File: src/rtl/core/ppq_pkg.sv
// Shared constants, codes and types of the priority task queue.
`timescale 1ns / 1ps

package ppq_pkg;

  // sizing
  localparam int QUEUE_DEPTH = 16;
  localparam int NEST_DEPTH  = 8;

  localparam int QA_W   = $clog2(QUEUE_DEPTH);
  localparam int FILL_W = $clog2(QUEUE_DEPTH + 1);
  localparam int NA_W   = (NEST_DEPTH > 1) ? $clog2(NEST_DEPTH) : 1;
  localparam int NL_W   = $clog2(NEST_DEPTH + 1);

  // field widths
  localparam int FUNC_W   = 2;
  localparam int HANDLE_W = 8;
  localparam int PRIO_W   = 16;
  localparam int STATUS_W = 3;
  localparam int PEND_W   = 5;

  localparam logic [PRIO_W-1:0] IDLE_RESET = 16'd9999;

  // operation codes
  localparam logic [FUNC_W-1:0] FN_ENQ  = 2'd0;
  localparam logic [FUNC_W-1:0] FN_DISP = 2'd1;
  localparam logic [FUNC_W-1:0] FN_DONE = 2'd2;

  // status codes
  localparam logic [STATUS_W-1:0] ST_OK    = 3'd0;
  localparam logic [STATUS_W-1:0] ST_FULL  = 3'd1;
  localparam logic [STATUS_W-1:0] ST_NONE  = 3'd2;
  localparam logic [STATUS_W-1:0] ST_OVER  = 3'd3;
  localparam logic [STATUS_W-1:0] ST_UNDER = 3'd4;

  // queue store write request
  typedef struct packed {
    logic                en;
    logic [QA_W-1:0]     addr;
    logic [PRIO_W-1:0]   prio;
    logic [HANDLE_W-1:0] handle;
  } qwr_t;

endpackage

File: src/rtl/core/ppq_channels.sv
// Handshake channel interfaces: request, result and configuration write.
`timescale 1ns / 1ps

interface ppq_req_if import ppq_pkg::*; ();
  logic                valid;
  logic                ready;
  logic [FUNC_W-1:0]   func;
  logic [HANDLE_W-1:0] task_handle;
  logic [PRIO_W-1:0]   task_priority;

  modport source (output valid, func, task_handle, task_priority, input ready);
  modport sink   (input valid, func, task_handle, task_priority, output ready);
endinterface

interface ppq_res_if import ppq_pkg::*; ();
  logic                valid;
  logic                ready;
  logic [STATUS_W-1:0] status;
  logic                dispatched;
  logic [HANDLE_W-1:0] out_handle;
  logic [PRIO_W-1:0]   out_priority;
  logic [PRIO_W-1:0]   running_priority_now;
  logic [PEND_W-1:0]   pending_count;

  modport source (output valid, status, dispatched, out_handle, out_priority,
                  running_priority_now, pending_count, input ready);
  modport sink   (input valid, status, dispatched, out_handle, out_priority,
                  running_priority_now, pending_count, output ready);
endinterface

interface ppq_cfg_if import ppq_pkg::*; ();
  logic              valid;
  logic              ready;
  logic [PRIO_W-1:0] data;

  modport source (output valid, data, input ready);
  modport sink   (input valid, data, output ready);
endinterface

File: src/rtl/core/ppq_queue_mem.sv
// Task queue store: one write port, one read port with registered data.
`timescale 1ns / 1ps

module ppq_queue_mem import ppq_pkg::*; (
  input  logic                clk,
  input  qwr_t                wr,
  input  logic [QA_W-1:0]     rd_addr,
  output logic [PRIO_W-1:0]   rd_prio,
  output logic [HANDLE_W-1:0] rd_handle
);

  logic [PRIO_W-1:0]   prio_mem   [QUEUE_DEPTH];
  logic [HANDLE_W-1:0] handle_mem [QUEUE_DEPTH];

  always_ff @(posedge clk) begin
    if (wr.en) begin
      prio_mem[wr.addr]   <= wr.prio;
      handle_mem[wr.addr] <= wr.handle;
    end
    rd_prio   <= prio_mem[rd_addr];
    rd_handle <= handle_mem[rd_addr];
  end

endmodule

File: src/rtl/core/preemptive_priority_task_queue_unit.sv
// Top level: preemptive priority task queue with nesting stack.
//
//   channel  dir  payload                                        transfer when
//   request  in   func, task_handle, task_priority               valid & ready
//   result   out  status, dispatched, out_handle, out_priority,  valid & ready
//                 running_priority_now, pending_count
//   cfg      in   data (idle priority)                           valid & ready
//
// After acceptance: a full enqueue, an empty-queue dispatch, underflow and unused
// codes go straight to the result; complete restores the saved priority; an
// enqueue into an empty queue writes the head, else the tail is read and the queue
// store walked towards the head one entry per cycle, moving entries up until the
// new task is placed; dispatch checks the head and, if eligible with stack room,
// pops it and shifts the rest down. request.ready returns with result.valid.
// Reset (rst, synchronous): queue and nesting stack empty, idle priority 9999.
// request.ready is high only while the sequencer idles; a result stalled on
// result.ready holds the sequencer in its final step. cfg is always ready.
`timescale 1ns / 1ps

module preemptive_priority_task_queue_unit import ppq_pkg::*; (
  input  logic      clk,
  input  logic      rst,
  ppq_req_if.sink   request,
  ppq_res_if.source result,
  ppq_cfg_if.sink   cfg
);

  typedef enum logic [3:0] {
    S_IDLE,
    S_ENQ_RD,    // read the tail entry
    S_ENQ_STEP,  // compare one entry, shift it up or place the new task
    S_ENQ_INS,   // place the new task at the head
    S_DSP_RD,    // read the head
    S_DSP_CHK,   // eligibility check and push
    S_DSP_SH,    // shift remaining entries down by one
    S_CMP_WR,    // restore the preempted priority
    S_DONE
  } state_t;

  state_t state;

  // architectural state
  logic [PRIO_W-1:0] running;
  logic [FILL_W-1:0] fill;
  logic [NL_W-1:0]   nest;
  logic [PRIO_W-1:0] saved [NEST_DEPTH];
  logic [PRIO_W-1:0] saved_rd;

  // per-request working registers
  logic [QA_W-1:0]     idx;
  logic [PRIO_W-1:0]   new_prio;
  logic [HANDLE_W-1:0] new_handle;
  logic [STATUS_W-1:0] res_status;
  logic                res_disp;
  logic [HANDLE_W-1:0] res_handle;
  logic [PRIO_W-1:0]   res_prio;

  // queue store
  qwr_t                qwr;
  logic [QA_W-1:0]     rd_addr;
  logic [PRIO_W-1:0]   rd_prio;
  logic [HANDLE_W-1:0] rd_handle;

  // shared comparator
  logic [PRIO_W-1:0] cmp_a;
  logic [PRIO_W-1:0] cmp_b;
  logic              cmp_gt;

  logic [NL_W-1:0] nest_m1;
  logic [NA_W-1:0] saved_raddr;
  logic            req_xfer;

  ppq_queue_mem u_queue (
    .clk       (clk),
    .wr        (qwr),
    .rd_addr   (rd_addr),
    .rd_prio   (rd_prio),
    .rd_handle (rd_handle)
  );

  assign request.ready = (state == S_IDLE);
  assign cfg.ready     = 1'b1;
  assign req_xfer      = request.valid && request.ready;

  assign nest_m1     = nest - 1'b1;
  assign saved_raddr = nest_m1[NA_W-1:0];

  // one compare serves both the insertion walk and the dispatch check
  always_comb begin
    cmp_a = rd_prio;
    cmp_b = new_prio;
    if (state == S_DSP_CHK) begin
      cmp_a = running;
      cmp_b = rd_prio;
    end
  end
  assign cmp_gt = cmp_a > cmp_b;

  // read address: the read for the next step goes out while this one is used
  always_comb begin
    case (state)
      S_ENQ_RD:   rd_addr = idx;
      S_ENQ_STEP: rd_addr = idx - 1'b1;
      S_DSP_CHK:  rd_addr = QA_W'(1);
      S_DSP_SH:   rd_addr = idx + 1'b1;
      default:    rd_addr = '0;
    endcase
  end

  always_comb begin
    qwr = '0;
    case (state)
      S_ENQ_STEP: begin
        qwr.en   = 1'b1;
        qwr.addr = idx + 1'b1;
        if (cmp_gt) begin
          qwr.prio   = rd_prio;
          qwr.handle = rd_handle;
        end else begin
          qwr.prio   = new_prio;
          qwr.handle = new_handle;
        end
      end
      S_ENQ_INS: begin
        qwr.en     = 1'b1;
        qwr.addr   = '0;
        qwr.prio   = new_prio;
        qwr.handle = new_handle;
      end
      S_DSP_SH: begin
        qwr.en     = 1'b1;
        qwr.addr   = idx - 1'b1;
        qwr.prio   = rd_prio;
        qwr.handle = rd_handle;
      end
      default: qwr = '0;
    endcase
  end

  // nesting stack
  always_ff @(posedge clk) begin
    if (state == S_DSP_CHK && cmp_gt && nest != NL_W'(NEST_DEPTH)) begin
      saved[nest[NA_W-1:0]] <= running;
    end
    saved_rd <= saved[saved_raddr];
  end

  always_ff @(posedge clk) begin
    if (rst) begin
      state         <= S_IDLE;
      running       <= IDLE_RESET;
      fill          <= '0;
      nest          <= '0;
      result.valid  <= 1'b0;
    end else begin
      // a new result in S_DONE takes the place of the one leaving
      if (result.valid && result.ready && state != S_DONE) begin
        result.valid <= 1'b0;
      end

      if (cfg.valid && cfg.ready) begin
        if (nest == '0) begin
          running <= cfg.data;
        end
      end

      case (state)
        S_IDLE: begin
          if (req_xfer) begin
            new_prio   <= request.task_priority;
            new_handle <= request.task_handle;
            res_status <= ST_OK;
            res_disp   <= 1'b0;
            res_handle <= '0;
            res_prio   <= '0;
            case (request.func)
              FN_ENQ: begin
                if (fill == FILL_W'(QUEUE_DEPTH)) begin
                  res_status <= ST_FULL;
                  state      <= S_DONE;
                end else if (fill == '0) begin
                  state <= S_ENQ_INS;
                end else begin
                  idx   <= QA_W'(fill - 1'b1);
                  state <= S_ENQ_RD;
                end
              end
              FN_DISP: begin
                if (fill == '0) begin
                  res_status <= ST_NONE;
                  state      <= S_DONE;
                end else begin
                  state <= S_DSP_RD;
                end
              end
              FN_DONE: begin
                if (nest == '0) begin
                  res_status <= ST_UNDER;
                  state      <= S_DONE;
                end else begin
                  state <= S_CMP_WR;
                end
              end
              default: state <= S_DONE;
            endcase
          end
        end

        S_ENQ_RD: state <= S_ENQ_STEP;

        S_ENQ_STEP: begin
          if (cmp_gt) begin
            // entry moved up; keep walking towards the head
            if (idx == '0) begin
              state <= S_ENQ_INS;
            end else begin
              idx <= idx - 1'b1;
            end
          end else begin
            fill  <= fill + 1'b1;
            state <= S_DONE;
          end
        end

        S_ENQ_INS: begin
          fill  <= fill + 1'b1;
          state <= S_DONE;
        end

        S_DSP_RD: state <= S_DSP_CHK;

        S_DSP_CHK: begin
          if (!cmp_gt) begin
            res_status <= ST_NONE;
            state      <= S_DONE;
          end else if (nest == NL_W'(NEST_DEPTH)) begin
            res_status <= ST_OVER;
            state      <= S_DONE;
          end else begin
            res_disp   <= 1'b1;
            res_handle <= rd_handle;
            res_prio   <= rd_prio;
            running    <= rd_prio;
            nest       <= nest + 1'b1;
            fill       <= fill - 1'b1;
            idx        <= QA_W'(1);
            state      <= (fill == FILL_W'(1)) ? S_DONE : S_DSP_SH;
          end
        end

        S_DSP_SH: begin
          // fill already holds the count after the pop
          if (FILL_W'(idx) == fill) begin
            state <= S_DONE;
          end else begin
            idx <= idx + 1'b1;
          end
        end

        S_CMP_WR: begin
          running <= saved_rd;
          nest    <= nest_m1;
          state   <= S_DONE;
        end

        S_DONE: begin
          if (!result.valid || result.ready) begin
            result.valid                <= 1'b1;
            result.status               <= res_status;
            result.dispatched           <= res_disp;
            result.out_handle           <= res_handle;
            result.out_priority         <= res_prio;
            result.running_priority_now <= running;
            result.pending_count        <= PEND_W'(fill);
            state                       <= S_IDLE;
          end
        end

        default: state <= S_IDLE;
      endcase
    end
  end

`ifndef SYNTH
  a_nest_bound: assert property (@(posedge clk) disable iff (rst)
    nest <= NL_W'(NEST_DEPTH))
    else $error("nesting level beyond stack depth");

  a_fill_bound: assert property (@(posedge clk) disable iff (rst)
    fill <= FILL_W'(QUEUE_DEPTH))
    else $error("queue fill beyond depth");

  a_disp_ok: assert property (@(posedge clk) disable iff (rst)
    result.valid && result.dispatched |-> result.status == ST_OK)
    else $error("dispatch reported with a failure status");

  a_idle_fields: assert property (@(posedge clk) disable iff (rst)
    result.valid && !result.dispatched |->
      result.out_handle == '0 && result.out_priority == '0)
    else $error("task fields not cleared without dispatch");
`endif

endmodule

File: src/flat_wrapper.sv
// flat-port wrapper written by rule: the top's interface ports become plain ports
module preemptive_priority_task_queue_unit_flat import ppq_pkg::*;
  (clk, rst, request_valid, request_func, request_task_handle, request_task_priority, request_ready, result_valid, result_status, result_dispatched, result_out_handle, result_out_priority, result_running_priority_now, result_pending_count, result_ready, cfg_valid, cfg_data, cfg_ready);
  ppq_req_if request_i ();
  ppq_res_if result_i ();
  ppq_cfg_if cfg_i ();
  input  logic clk;
  input  logic rst;
  input wire logic [$bits(request_i.valid)-1:0] request_valid;
  input wire logic [$bits(request_i.func)-1:0] request_func;
  input wire logic [$bits(request_i.task_handle)-1:0] request_task_handle;
  input wire logic [$bits(request_i.task_priority)-1:0] request_task_priority;
  output wire logic [$bits(request_i.ready)-1:0] request_ready;
  output wire logic [$bits(result_i.valid)-1:0] result_valid;
  output wire logic [$bits(result_i.status)-1:0] result_status;
  output wire logic [$bits(result_i.dispatched)-1:0] result_dispatched;
  output wire logic [$bits(result_i.out_handle)-1:0] result_out_handle;
  output wire logic [$bits(result_i.out_priority)-1:0] result_out_priority;
  output wire logic [$bits(result_i.running_priority_now)-1:0] result_running_priority_now;
  output wire logic [$bits(result_i.pending_count)-1:0] result_pending_count;
  input wire logic [$bits(result_i.ready)-1:0] result_ready;
  input wire logic [$bits(cfg_i.valid)-1:0] cfg_valid;
  input wire logic [$bits(cfg_i.data)-1:0] cfg_data;
  output wire logic [$bits(cfg_i.ready)-1:0] cfg_ready;
  assign request_i.valid = request_valid;
  assign request_i.func = request_func;
  assign request_i.task_handle = request_task_handle;
  assign request_i.task_priority = request_task_priority;
  assign request_ready = request_i.ready;
  assign result_valid = result_i.valid;
  assign result_status = result_i.status;
  assign result_dispatched = result_i.dispatched;
  assign result_out_handle = result_i.out_handle;
  assign result_out_priority = result_i.out_priority;
  assign result_running_priority_now = result_i.running_priority_now;
  assign result_pending_count = result_i.pending_count;
  assign result_i.ready = result_ready;
  assign cfg_i.valid = cfg_valid;
  assign cfg_i.data = cfg_data;
  assign cfg_ready = cfg_i.ready;
  preemptive_priority_task_queue_unit u_core (.clk(clk), .rst(rst), .request(request_i), .result(result_i), .cfg(cfg_i));
endmodule
File: config.mk
export PLATFORM = sky130hd
export DESIGN_NAME = preemptive_priority_task_queue_unit_flat
export DESIGN_NICKNAME = d
export VERILOG_FILES = /design/src/rtl/core/ppq_pkg.sv /design/src/rtl/core/ppq_channels.sv /design/src/rtl/core/ppq_queue_mem.sv /design/src/rtl/core/preemptive_priority_task_queue_unit.sv /design/src/flat_wrapper.sv
export SDC_FILE = /design/constraint.sdc
export NUM_CORES = 1
export LEC_CHECK = 0
export BUFFER_PORTS_ARGS = -buffer_cell sky130_fd_sc_hd__buf_2
export CORE_ASPECT_RATIO = 2
export CORE_MARGIN = 2
export CORE_UTILIZATION = 49
export CTS_CLUSTER_SIZE = 14
export DETAILED_ROUTE_END_ITERATION = 8
export PLACE_DENSITY = 0.75
export RECOVER_POWER = 100
export SLEW_MARGIN = 40
export SYNTH_ARGS = -nofsm -noshare
export SYNTH_HDL_FRONTEND = slang
export SYNTH_HIERARCHICAL = 1
export SYNTH_SLANG_ARGS = --single-unit
File: constraint.sdc
create_clock -name clk -period 8.7 [get_ports clk]
set_clock_uncertainty 0.1 [all_clocks]
set_input_delay 1.305 -clock clk [delete_from_list [all_inputs] [get_ports clk]]
set_output_delay 1.305 -clock clk [all_outputs]
set_load 0.05 [all_outputs]
Word level (Yosys, flattened, before mapping)
Memory sizes are Yosys's and may differ from the RTL's. A register that Yosys moved wholly into a read port is not among the register bits.
Index checks and enable logic that the tools add are counted.

cells by class
  add/sub/neg operators = 6
  magnitude comparators = 1
  equality and inequality tests = 30
  multiplexer cells = 68
  bitwise operators = 1
  reduce and logical (&&, ||, !) cells = 25

operators by type and width
  operator               number
  $mux W16               9
  $mux W4                22
  $pmux W29 S3           1
  $pmux W16 S2           2
  $pmux W4 S4            2
  $pmux W4 S8            1
  $mux W24               1
  $mux W8                3
  $eq A4 B3 Y1 const B   4
  $gt A16 B16 Y1         1
  $ne A2 B2 Y1 const B   8
  $pmux W8 S2            1
  $mux W5                3
  $pmux W5 S3            1
  $logic_not A4 Y1       3
  $mux W3                4
  $pmux W4 S3            1
  $reduce_and A4 Y1      3
  $mux W1                11
  $reduce_and A11 Y1     1
  $pmux W3 S3            1
  $reduce_and A3 Y1      3
  $add A4 B1 Y4 const B  2
  $eq A4 B2 Y1 const B   2
  other kinds (28)       41

storage, ports and cells
  register bits = 135
  bits in writable memories = 512
  input bits = 47
  memories kept = 3

memory list
  name                       words  width  rd ports  clocked after memory_dff  write ports  RTL line                                   source
  u_core.u_queue.prio_mem    16     16     1         1                         1            ppq_queue_mem.sv:12                        logic [PRIO_W-1:0] prio_mem [QUEUE_DEPTH];
  u_core.saved               8      16     1         1                         1            preemptive_priority_task_queue_unit.sv:46  logic [PRIO_W-1:0] saved [NEST_DEPTH];
  u_core.u_queue.handle_mem  16     8      1         1                         1            ppq_queue_mem.sv:13                        logic [HANDLE_W-1:0] handle_mem [QUEUE_DEPTH];

Logic depth before layout (Yosys ltp)
  word-level depth = 7
  mapped depth = 17
  mapped depth without buffers = 14

Hierarchy
The synthesis kept the hierarchy.

modules (own cells, without submodules)
  module                               instances  cells each  area each (sq um)  sequential area each (sq um)
  ppq_queue_mem                        1          636         14930.6            12011.5
  preemptive_priority_task_queue_unit  1          823         11855.1            7917.6

Worst setup path before layout
OpenSTA, ideal clock, no wires.

  path kind = input -> register
  start = input rst
  end = register u_core.result.dispatched (enable)
  setup time = 0.527 ns
  arrival = 5.345 ns
  setup slack = 2.728 ns
  stages = 3
  path buffers = 2
  path through = clkbuf_1 > clkbuf_1 > nor3b_1

on the way
  cells in the longest elaborated chain, start to end = 2

RTL lines
  element                             RTL line                                    source
  start, declared                     flat_wrapper.sv:8                           input logic rst;
  $not A1 Y1 (no source line)         --
  $reduce_and A3 Y1 (no source line)  --
  end signal, assigned                preemptive_priority_task_queue_unit.sv:270  result.dispatched <= res_disp;
  end, declared                       ppq_channels.sv:25                          modport source (output valid, status, dispatched, out_handle, out_priority,

No other way between the ends.
A chain may end at the register's enable or synchronous reset.

Worst setup path in the final report
  start = register u_core.state[1]
  end = memory u_core.saved[1][3] (enable)

on the way
  cells in the longest elaborated chain, start to end = 7

RTL lines
  element                              RTL line                                                                               source
  start, declared                      preemptive_priority_task_queue_unit.sv:40                                              state_t state;
  start signal, assigned               preemptive_priority_task_queue_unit.sv:247                                             state <= (fill == FILL_W'(1)) ? S_DONE : S_DSP_SH;
  $eq A4 B3 Y1 *                       preemptive_priority_task_queue_unit.sv:92, preemptive_priority_task_queue_unit.sv:142
  $mux W16                             preemptive_priority_task_queue_unit.sv:92                                              if (state == S_DSP_CHK) begin
  $gt A16 B16 Y1                       preemptive_priority_task_queue_unit.sv:97                                              assign cmp_gt = cmp_a > cmp_b;
  $logic_and A1 B1 Y1 * (2 in series)  preemptive_priority_task_queue_unit.sv:142                                             if (state == S_DSP_CHK && cmp_gt && nest != NL_W'(NEST_DEPTH)) begin
  $mux W1 *                            preemptive_priority_task_queue_unit.sv:142
  $mux W1 (not written as such) *      preemptive_priority_task_queue_unit.sv:143                                             saved[nest[NA_W-1:0]] <= running;
  end, declared                        preemptive_priority_task_queue_unit.sv:46

Every way passes the cells marked *; elsewhere a longest branch is shown, timed or not.

==> flow_metrics.py <==
metrics = {
    "synthesis": {
        "netlist_area_sq_mm": 0.0268,
        "ys.flop_type": "edfxtp_1",
        "synthesis.nets": 1529,
        "synth_cell_types": 58,
        "ys_warn_count": 6,
        "synth-edff-count": 617,
        "seq_area_frac_synth": 0.744,
        "async_reset_ff_frac": 0,
        "syn-instance-count": 1459,
        "syn_area_per_cell_sq_um": 18.4,
        "yosys_register_bits": 687,
    },
    "final_layout": {
        "finalNonFillerCells": 2296,
        "stdcell_area_sq_mm": 0.0298,
        "finalNetCount": 1645,
        "post_route_cells_drive_above_1_share": 0.194,
        "area_growth_pct": 11.2,
        "n_antenna_cell": 0,
    },
    "timing": {
        "finalHoldViolCount": 0,
        "drv_slew": 583,
        "rsz0062_at_grt": "no",
        "tightest_slew_ns": 2.73,
        "setup-violations-final": 0,
        "final.setup.tns_ns": 0,
        "max-slew-margin-rel": -0.820,
        "period_share": 0.797,
        "period_minus_slack_ns": 6.93,
        "fmax_ghz": 0.144,
    },
    "worst_setup_path": {
        "cp.arrival_ns": 7.04,
        "end_kind": "flop",
        "worstPathMaxFanout": 39,
        "critPathLaunchType": "flop",
        "criticalPathCategory": "flop to flop",
        "critPathRequiredTime_ns": 8.82,
    },
    "die": {
        "die-area_sq_mm": 0.0567,
        "die_x_microns": 169,
        "start_util": 0.494,
        "dieHeight_microns": 335,
        "io_pins": 99,
        "design.core.area_sq_mm": 0.0542,
        "rows": 121,
    },
    "placement": {
        "gp_congestion": 0.975,
        "placed_area_sq_mm": 0.0283,
        "numPortBuffers": 97,
        "dp_cells": 2191,
        "hpwl_microns": 40800,
    },
    "pwr": {
        "p_int_w": 0.00538,
        "power_frac_seq": 0.545,
        "pwr_density_cell_mw_per_mm2": 242,
        "p_switching_w": 0.00182,
        "combPwrFrac": 0.123,
        "p_leak_nw": 9.56,
        "pwr-share-clk": 0.332,
        "vdd_drop_max_uv": 140,
        "sw_frac_of_total": 0.253,
    },
    "global_routing": {
        "grt_antenna_before_repair": 0,
        "grt_pass1_wl_microns": 96200,
        "grt_pass1_vias": 14800,
        "grt_overflow_total": 0,
        "grt_usage": 0.232,
        "grt_max_degree": 97,
    },
    "routing": {
        "ant_nets": 0,
        "wl_met3_microns": 4820,
        "vias": 14500,
        "top_layer": "met4",
        "avgViaCountPerCell": 6.32,
        "wirelength_microns": 65000,
        "first_iter_violations": 1568,
        "drt_pass1_iterations": 7,
        "met2WireLength_microns": 34200,
        "drc": 0,
        "routedWlPerCell_microns": 28.3,
        "met1_length_microns": 22700,
    },
    "cts": {
        "h-tree-depth": 2,
        "root_buffer": "clkbuf_16",
        "cts.clk_slew.worst_paths_ns": 0.06,
        "clockBufferDepth": 3,
        "post_cts_buffers": 0,
        "cts_sinks": 687,
        "postCtsResizedCells": 0,
        "cts_tree": "done",
        "clk_latency_ns": 0.62,
        "numCtsBuffers": 57,
        "postCtsHoldBufs": 0,
    },
    "run_status": {
        "outcome": "finished, violations left",
        "violations": "capacitance limit, slew limit",
    },
    "flow_run": {
        "cap_viol_max_count": 21,
    },
    "hold_path": {
        "hold_path.class": "flop to flop",
    },
}
## cells in the final DEF (no fill, tap or decap), types with 26 or more instances in the layout
master,synthesis,layout
edfxtp_1,617,617
mux4_2,128,128
clkbuf_1,58,117
nand2_1,107,107
dfxtp_1,70,69
clkbuf_16,0,57
a22oi_1,57,57
a21oi_1,45,45
buf_2,15,40
nor2_1,51,33
mux2_2,27,26
## power by group through the flow
stage,logic [W],clock network [W],registers (W)
after floorplan,0.000563,0,0.00398
after global routing,0.000957,0.00254,0.00393
after CTS,0.000894,0.00243,0.00392
final,0.000889,0.00239,0.00393
after global placement,0.000843,0,0.00399
after detailed placement,0.000888,0,0.00399
## path summary, 6_finish.rpt
kind | from | to | slack (ns) | cells past startpoint
setup / recovery | u_core/state[1] | u_core/saved[1][3] | 1.77 | 18
hold / removal | u_core/res_prio[7] | u_core/result.out_priority[7] | 0.31 | 0
setup reg to reg | u_core/state[1] | u_core/saved[1][3] | 1.77 | 18
hold reg to reg | u_core/res_prio[7] | u_core/result.out_priority[7] | 0.31 | 0
## through the flow
stage                util  hold slack, ns  total power, W  setup slack, ns
global placement    0.520           0.305         0.00483             3.12
CTS                 0.554           0.317         0.00724             3.04
detailed placement  0.522           0.305         0.00488             3.06
floorplan               -           0.300         0.00455             2.73
global route        0.550           0.337         0.00743             1.34
finish              0.550           0.314         0.00720             1.77
## cells in the mapped netlist (all sizes together), types with 3 or more instances
| cell | number | area (sq um) |
|---|---|---|
| mux4 | 128 | 2880 |
| ha | 23 | 288 |
| or3b | 3 | 26.3 |
| and2 | 6 | 38.8 |
| o221ai | 11 | 96.3 |
| or4 | 4 | 30.0 |
| clkbuf | 58 | 218 |
| nand3b | 4 | 30.0 |
| nand3 | 15 | 75.1 |
| nor2 | 51 | 191 |
| nor2b | 8 | 50.1 |
| edfxtp | 617 | 18500 |
| a2111oi | 3 | 45.1 |
| nand4 | 5 | 31.3 |
| mux2i | 10 | 100 |
| a21oi | 45 | 225 |
| o22ai | 13 | 81.3 |
| mux2 | 27 | 304 |
| nor3b | 3 | 22.5 |
| nor4 | 4 | 25.0 |
| a22o | 24 | 210 |
| a21o | 5 | 37.5 |
| nand2 | 107 | 402 |
| dfxtp | 70 | 1400 |
| nor3 | 19 | 95.1 |
| nand2b | 7 | 43.8 |
| inv | 15 | 56.3 |
| a22oi | 57 | 428 |
| xnor2 | 7 | 61.3 |
| and3 | 25 | 158 |
| buf | 28 | 173 |
| o31ai | 6 | 45.0 |
| a221oi | 10 | 87.6 |
| a31oi | 3 | 18.8 |
| o21ai | 14 | 70.1 |
| xor2 | 3 | 26.3 |
## registers in the layout (all words and copies together) (netlist names), 5 cells and up
name,flops
u_core/new_handle,8
u_core/u_queue/handle_mem,128
u_core/saved_rd,16
u_core/result.out_priority,16
u_core/result.out_handle,8
u_core/result.running_priority_now,16
u_core/fill,5
u_core/new_prio,16
u_core/result.pending_count,5
u_core/res_prio,16
u_core/u_queue/prio_mem,256
u_core/res_handle,8
u_core/u_queue/rd_handle,8
u_core/u_queue/rd_prio,16
u_core/saved,128
u_core/running,16
## worst max-delay path, cell delays in order (launching register included)
cell	delay (ns)
dfxtp_1	0.30
clkbuf_1	0.84
inv_1	0.39
clkbuf_1	0.56
nand2_1	0.18
buf_4	0.39
inv_2	0.35
nand2_1	0.17
nand2_1	0.06
ha_1	0.33
nand4_1	0.19
nor3_1	0.27
nand2_1	0.11
o211a_1	0.31
nor2_2	0.12
buf_4	0.30
nand2_1	0.24
nor4_1	0.32
clkbuf_1	0.92
## cell families (layout without fill, tap and decap cells)
family,Yosys count,in the layout,synth area share
other,1,1,0.000140
AO/OA/AOI/OAI,205,205,0.0552
flip-flops,687,687,0.744
buffers and inverters,101,262,0.0167
adder cells (fa/ha/maj),23,23,0.0107
XOR/XNOR,10,10,0.00327
AND/OR/NAND/NOR,267,267,0.0473
multiplexers,165,165,0.123
## per-layer routing
layer	GRT usage	vias to the layer above
met5	0	-
met4	0.108	0
met3	0.0317	203
met2	0.417	811
met1	0.276	7360
li1	-	6144
## area by class of cell
cell class / count / area (sq um)
clock buffer: 92 / 1590
clock inverter: 12 / 113
fill: 4105 / 24400
inverter: 15 / 56.3
multi-input combinational: 671 / 6510
sequential: 687 / 19900
tap: 676 / 846
timing repair buffer: 143 / 749
Power figures use the tool's default switching activity.
